<file path="src/q8bd_pkg.sv">
// Shared types, constants and floating-point helper functions for the
// quantized block dot-product row accumulator. No dependencies.
`default_nettype none

package q8bd_pkg;

  localparam int unsigned MaxBlocksDefault = 128;
  localparam int unsigned BlockLen = 32;
  localparam int unsigned BlockBits = BlockLen * 8;

  localparam logic [31:0] ActScaleReset = 32'h3F80_0000;
  localparam logic [7:0] BlocksPerRowReset = 8'd1;
  localparam logic [31:0] CanonNan = 32'h7FC0_0000;

  // Configuration register indexes.
  localparam logic CfgActScale = 1'b0;
  localparam logic CfgBlocksPerRow = 1'b1;

  // Input opcodes.
  localparam logic OpLoad = 1'b0;
  localparam logic OpWeight = 1'b1;

  typedef enum logic {
    FPU_MUL,
    FPU_ADD
  } fpu_op_e;

  typedef enum logic {
    MUL_SCALE,
    MUL_TERM
  } mul_sel_e;

  // Unpacked operand: value is man * 2^(exp - 150), man need not be normalized.
  typedef struct packed {
    logic       sgn;
    logic [7:0] exp;
    logic [23:0] man;
    logic       zero;
    logic       inf;
    logic       nan;
  } fp_op_t;

  typedef struct packed {
    logic     act_wr;
    logic     blk_load;
    logic     prod_en;
    logic     dot_en;
    logic     fpu_issue;
    fpu_op_e  fpu_op;
    mul_sel_e mul_sel;
    logic     commit;
  } ctrl_cmd_t;

  typedef struct packed {
    logic last_block;
  } ctrl_sts_t;

  function automatic fp_op_t unpack_single(input logic [31:0] x);
    fp_op_t r;
    r.sgn  = x[31];
    r.exp  = (x[30:23] == 8'd0) ? 8'd1 : x[30:23];
    r.man  = {(x[30:23] != 8'd0), x[22:0]};
    r.zero = (x[30:0] == 31'd0);
    r.inf  = (x[30:23] == 8'hFF) && (x[22:0] == 23'd0);
    r.nan  = (x[30:23] == 8'hFF) && (x[22:0] != 23'd0);
    return r;
  endfunction

  // Half precision operand, exact: subnormals keep an unnormalized mantissa.
  function automatic fp_op_t unpack_half(input logic [15:0] h);
    fp_op_t r;
    r.sgn  = h[15];
    r.exp  = (h[14:10] == 5'd0) ? 8'd126 : (8'(h[14:10]) + 8'd125);
    r.man  = (h[14:10] == 5'd0) ? {14'd0, h[9:0]} : {13'd0, 1'b1, h[9:0]};
    r.zero = (h[14:0] == 15'd0);
    r.inf  = (h[14:10] == 5'h1F) && (h[9:0] == 10'd0);
    r.nan  = (h[14:10] == 5'h1F) && (h[9:0] != 10'd0);
    return r;
  endfunction

  function automatic logic [6:0] lzc64(input logic [63:0] v);
    logic [6:0] cnt;
    logic       found;
    cnt = 7'd64;
    found = 1'b0;
    for (int i = 63; i >= 0; i--) begin
      if (!found && v[i]) begin
        cnt = 7'(63 - i);
        found = 1'b1;
      end
    end
    return cnt;
  endfunction

  // Normalize and round to nearest even. A leading one at bit 63 of n stands
  // for 1.f * 2^(e - 127).
  function automatic logic [31:0] norm_round(input logic sgn, input logic signed [11:0] e,
                                             input logic [63:0] n);
    logic [6:0]          lz;
    logic [63:0]         nn;
    logic signed [11:0]  er;
    logic signed [11:0]  sh;
    logic [6:0]          shc;
    logic [127:0]        wide;
    logic [63:0]         nr;
    logic                lost;
    logic                rnd;
    logic [7:0]          ef;
    logic [31:0]         mag;
    logic [31:0]         res;
    lz   = lzc64(n);
    nn   = n << lz;
    er   = e - $signed({5'd0, lz});
    sh   = 12'sd1 - er;
    shc  = (sh > 12'sd64) ? 7'd64 : sh[6:0];
    wide = {nn, 64'd0} >> shc;
    if (er <= 12'sd0) begin
      nr   = wide[127:64];
      lost = |wide[63:0];
      ef   = 8'd0;
    end else begin
      nr   = nn;
      lost = 1'b0;
      ef   = er[7:0];
    end
    rnd = nr[39] & ((|nr[38:0]) | lost | nr[40]);
    mag = {1'b0, ef, nr[62:40]} + 32'(rnd);
    if (n == 64'd0) begin
      res = {sgn, 31'd0};
    end else if (er >= 12'sd255) begin
      res = {sgn, 8'hFF, 23'd0};
    end else begin
      res = {sgn, mag[30:0]};
    end
    return res;
  endfunction

endpackage

`default_nettype wire

</file>
<file path="src/q8bd_ctrl.sv">
// Controller state machine that sequences one weight block through the datapath.
// Depends on q8bd_pkg for the command and status structs.
`default_nettype none

module q8bd_ctrl
  import q8bd_pkg::*;
(
  input  wire logic clk_i,
  input  wire logic rst_ni,
  input  wire logic in_valid_i,
  input  wire logic opcode_i,
  output logic      in_ready_o,
  output logic      out_valid_o,
  input  wire logic out_ready_i,
  input  wire ctrl_sts_t sts_i,
  output ctrl_cmd_t cmd_o
);

  typedef enum logic [2:0] {
    ST_IDLE,
    ST_PROD,
    ST_SUM,
    ST_MUL,
    ST_MUL_WAIT,
    ST_ADD,
    ST_ADD_WAIT,
    ST_DONE
  } state_e;

  state_e state_q, state_d;
  logic   out_valid_q, out_valid_d;
  logic   can_commit;

  assign can_commit = !sts_i.last_block || !out_valid_q || out_ready_i;

  always_comb begin
    cmd_o       = '0;
    cmd_o.fpu_op  = FPU_MUL;
    cmd_o.mul_sel = MUL_SCALE;
    state_d     = state_q;
    in_ready_o  = 1'b0;
    out_valid_d = out_valid_q && !out_ready_i;
    unique case (state_q)
      ST_IDLE: begin
        in_ready_o = 1'b1;
        if (in_valid_i) begin
          if (opcode_i == OpWeight) begin
            cmd_o.blk_load = 1'b1;
            state_d = ST_PROD;
          end else begin
            cmd_o.act_wr = 1'b1;
          end
        end
      end
      ST_PROD: begin
        cmd_o.prod_en   = 1'b1;
        cmd_o.fpu_issue = 1'b1;
        state_d = ST_SUM;
      end
      ST_SUM: begin
        cmd_o.dot_en = 1'b1;
        state_d = ST_MUL;
      end
      ST_MUL: begin
        cmd_o.fpu_issue = 1'b1;
        cmd_o.mul_sel   = MUL_TERM;
        state_d = ST_MUL_WAIT;
      end
      ST_MUL_WAIT: begin
        state_d = ST_ADD;
      end
      ST_ADD: begin
        cmd_o.fpu_issue = 1'b1;
        cmd_o.fpu_op    = FPU_ADD;
        state_d = ST_ADD_WAIT;
      end
      ST_ADD_WAIT: begin
        state_d = ST_DONE;
      end
      ST_DONE: begin
        if (can_commit) begin
          cmd_o.commit = 1'b1;
          state_d = ST_IDLE;
          if (sts_i.last_block) begin
            out_valid_d = 1'b1;
          end
        end
      end
      default: begin
        state_d = ST_IDLE;
      end
    endcase
  end

  always_ff @(posedge clk_i or negedge rst_ni) begin
    if (!rst_ni) begin
      state_q     <= ST_IDLE;
      out_valid_q <= 1'b0;
    end else begin
      state_q     <= state_d;
      out_valid_q <= out_valid_d;
    end
  end

  assign out_valid_o = out_valid_q;

endmodule

`default_nettype wire

</file>
<file path="config.mk">
export PLATFORM = sky130hd
export DESIGN_NAME = q8bd_ctrl
export DESIGN_NICKNAME = d
export VERILOG_FILES = /design/src/q8bd_pkg.sv /design/src/q8bd_ctrl.sv
export SDC_FILE = /design/constraint.sdc
export NUM_CORES = 1
export LEC_CHECK = 0
export BUFFER_PORTS_ARGS = -buffer_cell sky130_fd_sc_hd__buf_2
export CAP_MARGIN = 20
export CORE_AREA = 4 4 41 43
export DETAILED_ROUTE_END_ITERATION = 6
export DIE_AREA = 0 0 45 47
export GPL_TIMING_DRIVEN = 0
export PLACE_DENSITY_LB_ADDON = 0.3
export SYNTH_ARGS = -nofsm -noshare
export SYNTH_HDL_FRONTEND = slang
export SYNTH_SLANG_ARGS = --single-unit
</file>
<file path="constraint.sdc">
create_clock -name clk_i -period 2.54 [get_ports clk_i]
set_input_delay 0.254 -clock clk_i [delete_from_list [all_inputs] [get_ports clk_i]]
set_output_delay 0.254 -clock clk_i [all_outputs]
set_load 0.01 [all_outputs]
</file>
# Word level (Yosys, flattened, before mapping)
# Index checks and enable logic that the tools add are counted.
# word_totals
out_inout_bits,10
input_bits,6
regBits,4
elab_cells,40
# op_classes
n_eq_ne,10
muxes,19
reduce_logical,9
# op_table
op,n
one-hot mux 3 bit (8 select lines),1
two-way mux 1 bit,13
equality test 3 bit (second input constant),4
two-way mux 3 bit,3
equality test 3 x 2 -> 1 bit (second input constant),2
!= test 2 bit (second input constant),3
two-way mux 2 bit,2
equality test 3 x 1 -> 1 bit (second input constant),1
zero test 1 bit,3
zero test 3 bit,1
AND reduction 3 bit,1
OR reduction 3 bit,1
logical OR 1 bit,2
logical AND 1 bit,1

# Depth between registers and ports, before layout
# Gate-level depths: netlist (run 1).
# depth
ltp_word,5
mapped_depth,3

# Least setup slack after synthesis (run 1)
# No wires, ideal clock.
# synth_timing
path_kind,register to output
startpoint,reg state_q[0]
endpoint,out cmd_o[7] (netlist name)
stages_incl_launch_ff,4
setup_slack_ps,1288
t_required_ps,2286
arrival_time_ps,998
path_buffers,1
cell_sequence,dfrtp_1 buf_6 nor3_2 and3b_1
# synth_rtl
item,line_no,text
start: declaration,q8bd_ctrl.sv:30,"state_e state_q, state_d;"
start signal: assignment,q8bd_ctrl.sv:100,state_q <= state_d;
end: declaration,q8bd_ctrl.sv:16,output ctrl_cmd_t cmd_o

==> results.py, run 1 <==
metrics = {
    "status": {
        "status": "finished, final reports clean",
    },
    "synthesis": {
        "synthArstFlopShare_pct": 100,
        "yosysSeqAreaShare_pct": 36.9,
        "synth_edf_count": 0,
        "yosysWarningCount": 0,
        "synth_cell_type_count": 17,
        "netlist_instances": 28,
        "syn_nets": 34,
        "ys_seq_elements": 4,
        "synth_area_um2": 272,
        "ys.flop_type": "dfrtp_1",
        "synth.avg_cell_area_um2": 9.70,
    },
    "placement": {
        "place_congestion": 0.672,
        "portBuffers": 15,
        "dp.cells": 58,
        "hpwl_um": 481,
        "post_dp_cell_area_um2": 365,
    },
    "grt": {
        "grt_pass1_vias": 231,
        "grt_use_total_pct": 6.51,
        "grt_pass1_wl_um": 869,
        "antenna_found_initial": 0,
        "grt_overflow": 0,
        "grt_max_degree": 11,
    },
    "routing": {
        "drcViolationCount": 0,
        "drt_iter0_markers": 3,
        "dr.pass1.iters": 4,
        "drt-total-wl_um": 606,
        "vias": 266,
        "antenna_left": 0,
        "wl_per_cell_um": 9.77,
        "viasPerCell": 4.29,
    },
    "finish": {
        "drive_above_1_share_pct": 46.8,
        "final_cell_mix": "buf_2 (15), dfrtp_1 (4)",
        "fin_area_um2": 398,
        "syn2layout_area_growth_pct": 46.5,
        "final_common_cell": "buf_2",
        "final_cells": 62,
        "fin_nets": 55,
        "diodes": 0,
    },
    "power": {
        "vdd_drop_max_uv": 448,
        "p_leak_nw": 0.215,
        "finalPower_uw": 449,
        "p_per_area_mw_per_mm2": 1130,
    },
    "floorplanning": {
        "coreArea_mm2": 0.00130,
        "die_h_um": 47,
        "die_width_um": 45,
        "die_area_mm2": 0.00212,
        "initial_core_util_pct": 20.9,
        "num_io_pins": 16,
        "rows": 13,
    },
    "worst_setup_path": {
        "critical_path_required_ps": 2290,
        "cp-end-kind": "output port",
        "max_stage_delay_ps": 350,
        "cp.arrival_ps": 1230,
        "crit_chain": "buf_4, and3_1, and2_1, buf_2",
        "worstPathMaxFanout": 10,
        "startpoint_type": "flip-flop",
        "cp_slowest_cell": "dfrtp_1",
        "crit_type": "reg -> out",
    },
    "sta": {
        "clock_skew_ps": 1.52,
        "whs_ps": 281,
        "period_needed_ps": 1490,
        "slew-limit-headroom_pct": 83.6,
        "fin_tns_setup_ps": 0,
        "finalCritPeriodShare_pct": 58.5,
        "worst_pin_slew_ps": 247,
        "setup_violations": 0,
        "timing.final.max_slew_violations": 0,
        "finalHoldViolCount": 0,
        "grt_setup_unrepaired": "false",
        "fmax_ghz": 0.672,
    },
    "clocking": {
        "clk_path_buf_depth": 2,
        "cts_tree": "done",
        "cts_buffers": 3,
        "clkTransAtPathRegs_ps": 40,
        "htree_levels": 1,
        "cts.sinks": 4,
        "root_buffer": "clkbuf_4",
        "clk-insertion-delay-late_ps": 230,
    },
    "worst_hold_path": {
        "worstHoldPathType": "in -> reg",
    },
    "run": {
        "maxCapViolations": 0,
    },
}
[Yosys cell counts, drive strengths merged, types with 2 or more instances]
cell	number	area share, %
a21oi	3	5.5
dfrtp	4	37
and3	2	4.6
and2	3	6.9
buf	2	6.9
a211oi	2	5.5
nor2b	3	6.9
[final cells by class]
class	instances	area, um2
fillers	154	903
multi-input cells	21	149
flip-flops and latches	4	100
repair buffers	16	85.1
clock buffers	3	22.5
plain buffers	2	18.8
well taps	15	18.8
inverters	1	3.75
[worst paths after layout]
kind	end	depth (start not counted)	slack, ps	start
worst min-delay path	out_valid_o	2	280	sts_i
worst max register to register	out_valid_o	3	1530	state_q[2]
worst min register to register	state_q[0]	2	570	state_q[0]
min in group asynchronous	out_valid_o	2	350	rst_ni
max in group asynchronous	state_q[1]	2	2070	rst_ni
worst max-delay path	cmd_o[0]	4	1050	state_q[2]
[critical path, delay by kind of cell (launching register included)]
family	cells	cell delay, ps
flip-flops	1	350
buffers and inverters	2	290
AND/OR/NAND/NOR	2	360
[metrics by stage]
stage	utilization, %	worst slack [ps]
3_5_place_dp	28.1	1300
3_3_place_gp	28.1	1290
2_1_floorplan	-	1290
6_report	30.6	1050
4_1_cts	30.6	1050
5_1_grt	30.6	974
[sequential cells by signal, indices dropped and copies added (netlist names)]
| signal | cells |
|---|---|
| state_q | 3 |
| out_valid_o | 1 |
[routing by layer]
layer | global-route usage [%] | vias up | wire [um]
met1 | 5.99 | 124 | 265
li1 | - | 138 | -
met3 | 2.30 | 0 | 11
met2 | 9.04 | 4 | 329
met4 | 10.5 | 0 | 0
met5 | 0 | - | 0
[power breakdown]
group,leakage (nW),switching (mW),internal (mW)
Combinational,0.154,0.126,0.121
Clock,0.0138,0.0244,0.0527
Sequential,0.0479,0.0300,0.0954
[timing repair]
action,in CTS,in global routing
gates resized for setup,0,0
hold buffers,1,0
hold endpoints to repair,4,0
setup buffers,0,0
[logic make-up after synthesis]
group	after synthesis	share of synthesized area, %
AO/OA/AOI/OAI	7	17.0
buffers and inverters	3	8.29
flip-flops	4	36.9
AND/OR/NAND/NOR	14	37.8
Power figures use the tool's default switching activity.
==> run 2, diff against run 1 <==
clock period = 1.2 ns   (was 2.54 ns; I/O delays follow)
==> run 2 against run 1 <==
  * The run now ends with setup timing left
  * Critical path depth unchanged
  * Register-to-register slack worse by 1400 ps
  * Cell count up 9.7%
  * Largest cell class unchanged
  * Highest routed layer unchanged
  * Clock power up 110%
  * Total power rose to 2.7 times the previous value
  * Die area unchanged
==> results.py, run 2 (same netlist as run 1, synthesis figures left out) <==
metrics = {
    "worst_setup_path": {
        "cp_slowest_cell": "dfrtp_1",
        "crit_type": "reg -> out",
        "cp.arrival_ps": 1200,
        "critical_path_required_ps": 1080,
        "worstPathMaxFanout": 6,
        "path_buf_inv": 2,
        "cp-end-kind": "output port",
        "startpoint_type": "flip-flop",
        "crit_chain": "buf_6, nor3_4, and3_1, buf_2",
        "crit_family": "flip-flops",
        "max_stage_delay_ps": 360,
    },
    "sta": {
        "setup_slack_ps": -115,
        "worst_pin_slew_ps": 197,
        "finalHoldViolCount": 0,
        "slew-limit-headroom_pct": 86.8,
        "clock_skew_ps": 0.547,
        "whs_ps": 148,
        "fin_tns_setup_ps": -575,
        "setup_violations": 8,
        "finalCritPeriodShare_pct": 110,
        "timing.final.max_slew_violations": 0,
        "fmax_ghz": 0.760,
        "grt_setup_unrepaired": "true",
        "period_needed_ps": 1320,
    },
    "floorplanning": {
        "rows": 13,
        "die_width_um": 45,
        "die_h_um": 47,
        "coreArea_mm2": 0.00130,
        "initial_core_util_pct": 20.9,
        "die_area_mm2": 0.00212,
        "num_io_pins": 16,
    },
    "status": {
        "violations": "setup timing",
        "status": "finished with violations",
    },
    "finish": {
        "final_common_cell": "buf_2",
        "num-fill-cells": 148,
        "syn2layout_area_growth_pct": 75.6,
        "fin_area_um2": 477,
        "utilization_pct": 36.6,
        "drive_above_1_share_pct": 62.3,
        "final_cell_mix": "buf_2 (15), buf_6 (4), buf_4 (4)",
        "largest_register": "state_q",
        "final_cells": 68,
        "diodes": 0,
        "largest_reg_flops": 3,
        "fin_nets": 61,
    },
    "power": {
        "clock_power_share_pct": 13.2,
        "finalPower_mw": 1.22,
        "switching_share_pct": 37.5,
        "cellInternalPower_uw": 761,
        "pwr-share-comb_pct": 63.7,
        "p_per_area_mw_per_mm2": 2550,
        "vdd_drop_max_uv": 1020,
        "p_leak_nw": 0.252,
        "seq_power_share_pct": 23.0,
        "switchingPower_uw": 456,
    },
    "grt": {
        "grt_pass1_wl_um": 910,
        "grt_use_total_pct": 6.51,
        "grt_max_degree": 10,
        "grt_overflow": 0,
        "antenna_found_initial": 0,
        "grt_pass1_vias": 254,
    },
    "clocking": {
        "cts.sinks": 4,
        "cts_tree": "done",
        "clk-insertion-delay-late_ps": 230,
        "root_buffer": "clkbuf_4",
        "htree_levels": 1,
        "cts_buffers": 3,
        "clkTransAtPathRegs_ps": 40,
        "clk_path_buf_depth": 2,
    },
    "run": {
        "maxCapViolations": 0,
    },
    "routing": {
        "drt_iter0_markers": 1,
        "wl_per_cell_um": 9.65,
        "wl_met1_um": 272,
        "drt-total-wl_um": 656,
        "wl_met2_um": 372,
        "vias": 285,
        "top_layer": "met3",
        "dr.pass1.iters": 2,
        "viasPerCell": 4.19,
        "drcViolationCount": 0,
        "dr_wl_met3_um": 11,
        "antenna_left": 0,
    },
    "placement": {
        "place_worst_setup_slack_ps": 89.2,
        "portBuffers": 15,
        "dp.cells": 58,
        "hpwl_um": 481,
        "post_dp_cell_area_um2": 365,
        "place_congestion": 0.672,
    },
    "worst_hold_path": {
        "worstHoldPathType": "in -> reg",
    },
}
run 2: layout make-up:
cell class              count  area (um2)  share of cell area (%)
plain buffers               2        22.5                    4.72
clock buffers               3        22.5                    4.72
inverters                   1        3.75                   0.787
multi-input cells          21         170                    35.7
flip-flops and latches      4         101                    21.3
well taps                  15        18.8                    3.94
repair buffers             22         138                    28.9
run 2: worst register-to-register path, stage by stage, from the launching register on:
cell	delay, ps
dfrtp_1	330
buf_6	130
buf_4	110
nand4b_2	120
a211oi_1	240
run 2: power groups by stage:
stage | Clock, mW | Combinational (mW) | Sequential (mW)
detailed placement | 0 | 0.531 | 0.266
global route | 0.176 | 0.850 | 0.292
finish | 0.161 | 0.775 | 0.280
floorplan | 0 | 0.362 | 0.261
global placement | 0 | 0.535 | 0.266
CTS | 0.168 | 0.689 | 0.277
run 2: final timing paths:
check	start	to	slack [ps]	cells after the start
max	state_q[0]	cmd_o[6]	-120	4
min	sts_i	out_valid_o	150	2
max reg2reg	state_q[2]	state_q[0]	180	4
min reg2reg	out_valid_o	out_valid_o	570	1
max in group asynchronous	rst_ni	state_q[1]	850	2
min in group asynchronous	rst_ni	out_valid_o	220	2
run 2: metal layers:
layer | up-vias | GRT usage, %
li1 | 150 | -
met1 | 131 | 6.00
met2 | 4 | 9.89
met3 | 0 | 2.30
met4 | 0 | 8.77
met5 | - | 0
run 2: timing repair:
item,4_1_cts,5_1_grt
setup endpoints to repair,7,9
pin swaps,3,3
buffers inserted,4,2
gates resized for setup,6,5
hold endpoints to repair,4,0
hold buffers,1,0
==> run 3, diff against run 2 <==
REMOVE_ABC_BUFFERS = 1   (was not set)
==> run 3 against run 2 <==
  * The run still ends with setup timing left
  * First-iteration DRC count grew to 4.0 times the previous value
  * Highest routed layer is now met4
  * Critical path type unchanged
  * Flip-flop and latch count stayed put
  * Core utilization is 2.8 points lower
  * Worst hold slack better by 15 ps
  * Critical path depth is 1 lower
  * Total power is 8.9% lower
  * Largest power group unchanged
==> results.py, run 3 (same netlist as run 1, synthesis figures left out) <==
metrics = {
    "placement": {
        "place_congestion": 0.664,
        "post_dp_cell_area_um2": 347,
        "portBuffers": 15,
    },
    "worst_setup_path": {
        "crit-reg2reg-launch": "state_q[1]",
        "r2r-end": "state_q[0]",
        "crit_type": "reg -> out",
        "r2r_slack_ps": 150,
        "cp.arrival_ps": 1160,
        "critical_path_required_ps": 1080,
        "startpoint_type": "flip-flop",
        "worstPathMaxFanout": 6,
        "worst-r2r-cell-count": 3,
        "cp-end-kind": "output port",
    },
    "finish": {
        "syn2layout_area_growth_pct": 62.2,
        "fin_nets": 58,
        "num-fill-cells": 145,
        "fin_area_um2": 440,
        "largest_register": "state_q",
        "final_common_cell": "buf_2",
        "final-seq-area_um2": 104,
        "diodes": 0,
        "final_cell_mix": "buf_2 (15), buf_4 (4), a21oi_1 (3), clkbuf_4 (3), dfrtp_2 (3)",
        "largest_reg_flops": 3,
        "multi_input_area_um2": 165,
        "drive_above_1_share_pct": 62.0,
    },
    "grt": {
        "grt_use_total_pct": 7.54,
        "grt_pass1_vias": 275,
        "antenna_found_initial": 0,
        "grt_max_degree": 10,
        "grt_pass1_wl_um": 1100,
        "grt_overflow": 0,
    },
    "floorplanning": {
        "num_io_pins": 16,
        "initial_core_util_pct": 20.9,
        "die_width_um": 45,
        "rows": 13,
        "die_area_mm2": 0.00212,
        "coreArea_mm2": 0.00130,
        "die_h_um": 47,
    },
    "worst_hold_path": {
        "holdPathStages": 2,
        "whs_endpoint": "out_valid_o",
        "hp-start": "sts_i",
        "worstHoldPathType": "in -> reg",
    },
    "power": {
        "finalPower_mw": 1.11,
        "p_per_area_mw_per_mm2": 2520,
        "vdd_drop_max_uv": 1010,
        "p_leak_nw": 0.230,
    },
    "clocking": {
        "clk_path_buf_depth": 2,
        "htree_levels": 1,
        "cts_buffers": 3,
        "cts.sinks": 4,
        "cts_tree": "done",
        "root_buffer": "clkbuf_4",
        "clk-insertion-delay-late_ps": 230,
        "clkTransAtPathRegs_ps": 40,
    },
    "routing": {
        "wl_per_cell_um": 11.1,
        "vias": 283,
        "antenna_left": 0,
        "drt-total-wl_um": 720,
        "viasPerCell": 4.35,
        "drt_iter0_markers": 4,
        "drcViolationCount": 0,
        "dr.pass1.iters": 4,
    },
    "run": {
        "maxCapViolations": 0,
    },
    "sta": {
        "setup_violations": 8,
        "period_needed_ps": 1280,
        "setup_slack_ps": -83.9,
        "clock_skew_ps": 1.38,
        "worst_pin_slew_ps": 211,
        "finalCritPeriodShare_pct": 107,
        "timing.final.max_slew_violations": 0,
        "fmax_ghz": 0.779,
        "grt_setup_unrepaired": "true",
        "slew-limit-headroom_pct": 85.9,
        "finalHoldViolCount": 0,
    },
    "status": {
        "status": "finished with violations",
        "violations": "setup timing",
    },
}
==> run 3: cell types whose count changed in the layout (fill, tap and decap cells not counted) <==
| cell | previous run | this run |
|---|---|---|
| buf_6 | 4 | 1 |
| dfrtp_1 | 3 | 1 |
| dfrtp_2 | 1 | 3 |
| nor3b_1 | 0 | 1 |
| nor3b_2 | 1 | 0 |
==> run 3: area by class of cell <==
type | instances | area share, %
clock buffer | 3 | 5.11
inverter | 1 | 0.852
multi-input combinational | 21 | 37.5
sequential | 4 | 23.6
tap | 15 | 4.26
timing repair buffer | 21 | 28.7
==> run 3: how the worst max path moves through the flow <==
stage                          start        to  depth (start not counted)
after floorplan           state_q[0]  cmd_o[7]                          2
after global placement    state_q[2]  cmd_o[0]                          3
after detailed placement  state_q[2]  cmd_o[0]                          3
after CTS                 state_q[2]  cmd_o[7]                          3
after global routing      state_q[2]  cmd_o[6]                          3
final                     state_q[2]  cmd_o[7]                          3
==> run 3: metrics by stage <==
stage | util (%) | TNS [ps] | hold WS (ps) | instances | setup slack (ps)
finish | 33.8 | -430 | 163 | 65 | -83.9
floorplan | - | 0 | -176 | 26 | 113
detailed placement | 26.6 | 0 | -74.9 | 56 | 67.1
global route | 33.8 | -1030 | 190 | 65 | -166
global placement | 26.6 | 0 | -72.7 | 56 | 79.2
CTS | 31.7 | -490 | 156 | 64 | -95.2
==> run 3: worst max-delay path, cell delays in order (launching register included) <==
cell,delay (ps)
dfrtp_2,440
nor3_4,210
and3b_1,160
buf_2,120
==> run 3: per-layer routing <==
layer  vias up  wire (um)  track usage [%]  share of wire [%]
li1        147          -                -                  -
met5         -          0                0                  0
met3         2         67             1.15                9.3
met2        13        336             11.3                 47
met1       121        298             8.53                 41
met4         0         17             8.77                2.4
==> run 3: power breakdown <==
part | leakage, nW | internal [mW] | total (mW) | switching, mW
Clock | 0.0138 | 0.112 | 0.163 | 0.0514
Sequential | 0.0450 | 0.213 | 0.340 | 0.127
Combinational | 0.171 | 0.345 | 0.606 | 0.261
==> run 3: timing repair <==
| item | CTS | global route |
|---|---|---|
| gates resized for setup | 4 | 6 |
| endpoints found under the setup margin | 9 | 9 |
| endpoints found under the hold margin | 4 | 0 |
| hold buffers | 1 | 0 |
| buffers inserted | 4 | 1 |
| pin swaps | 2 | 1 |
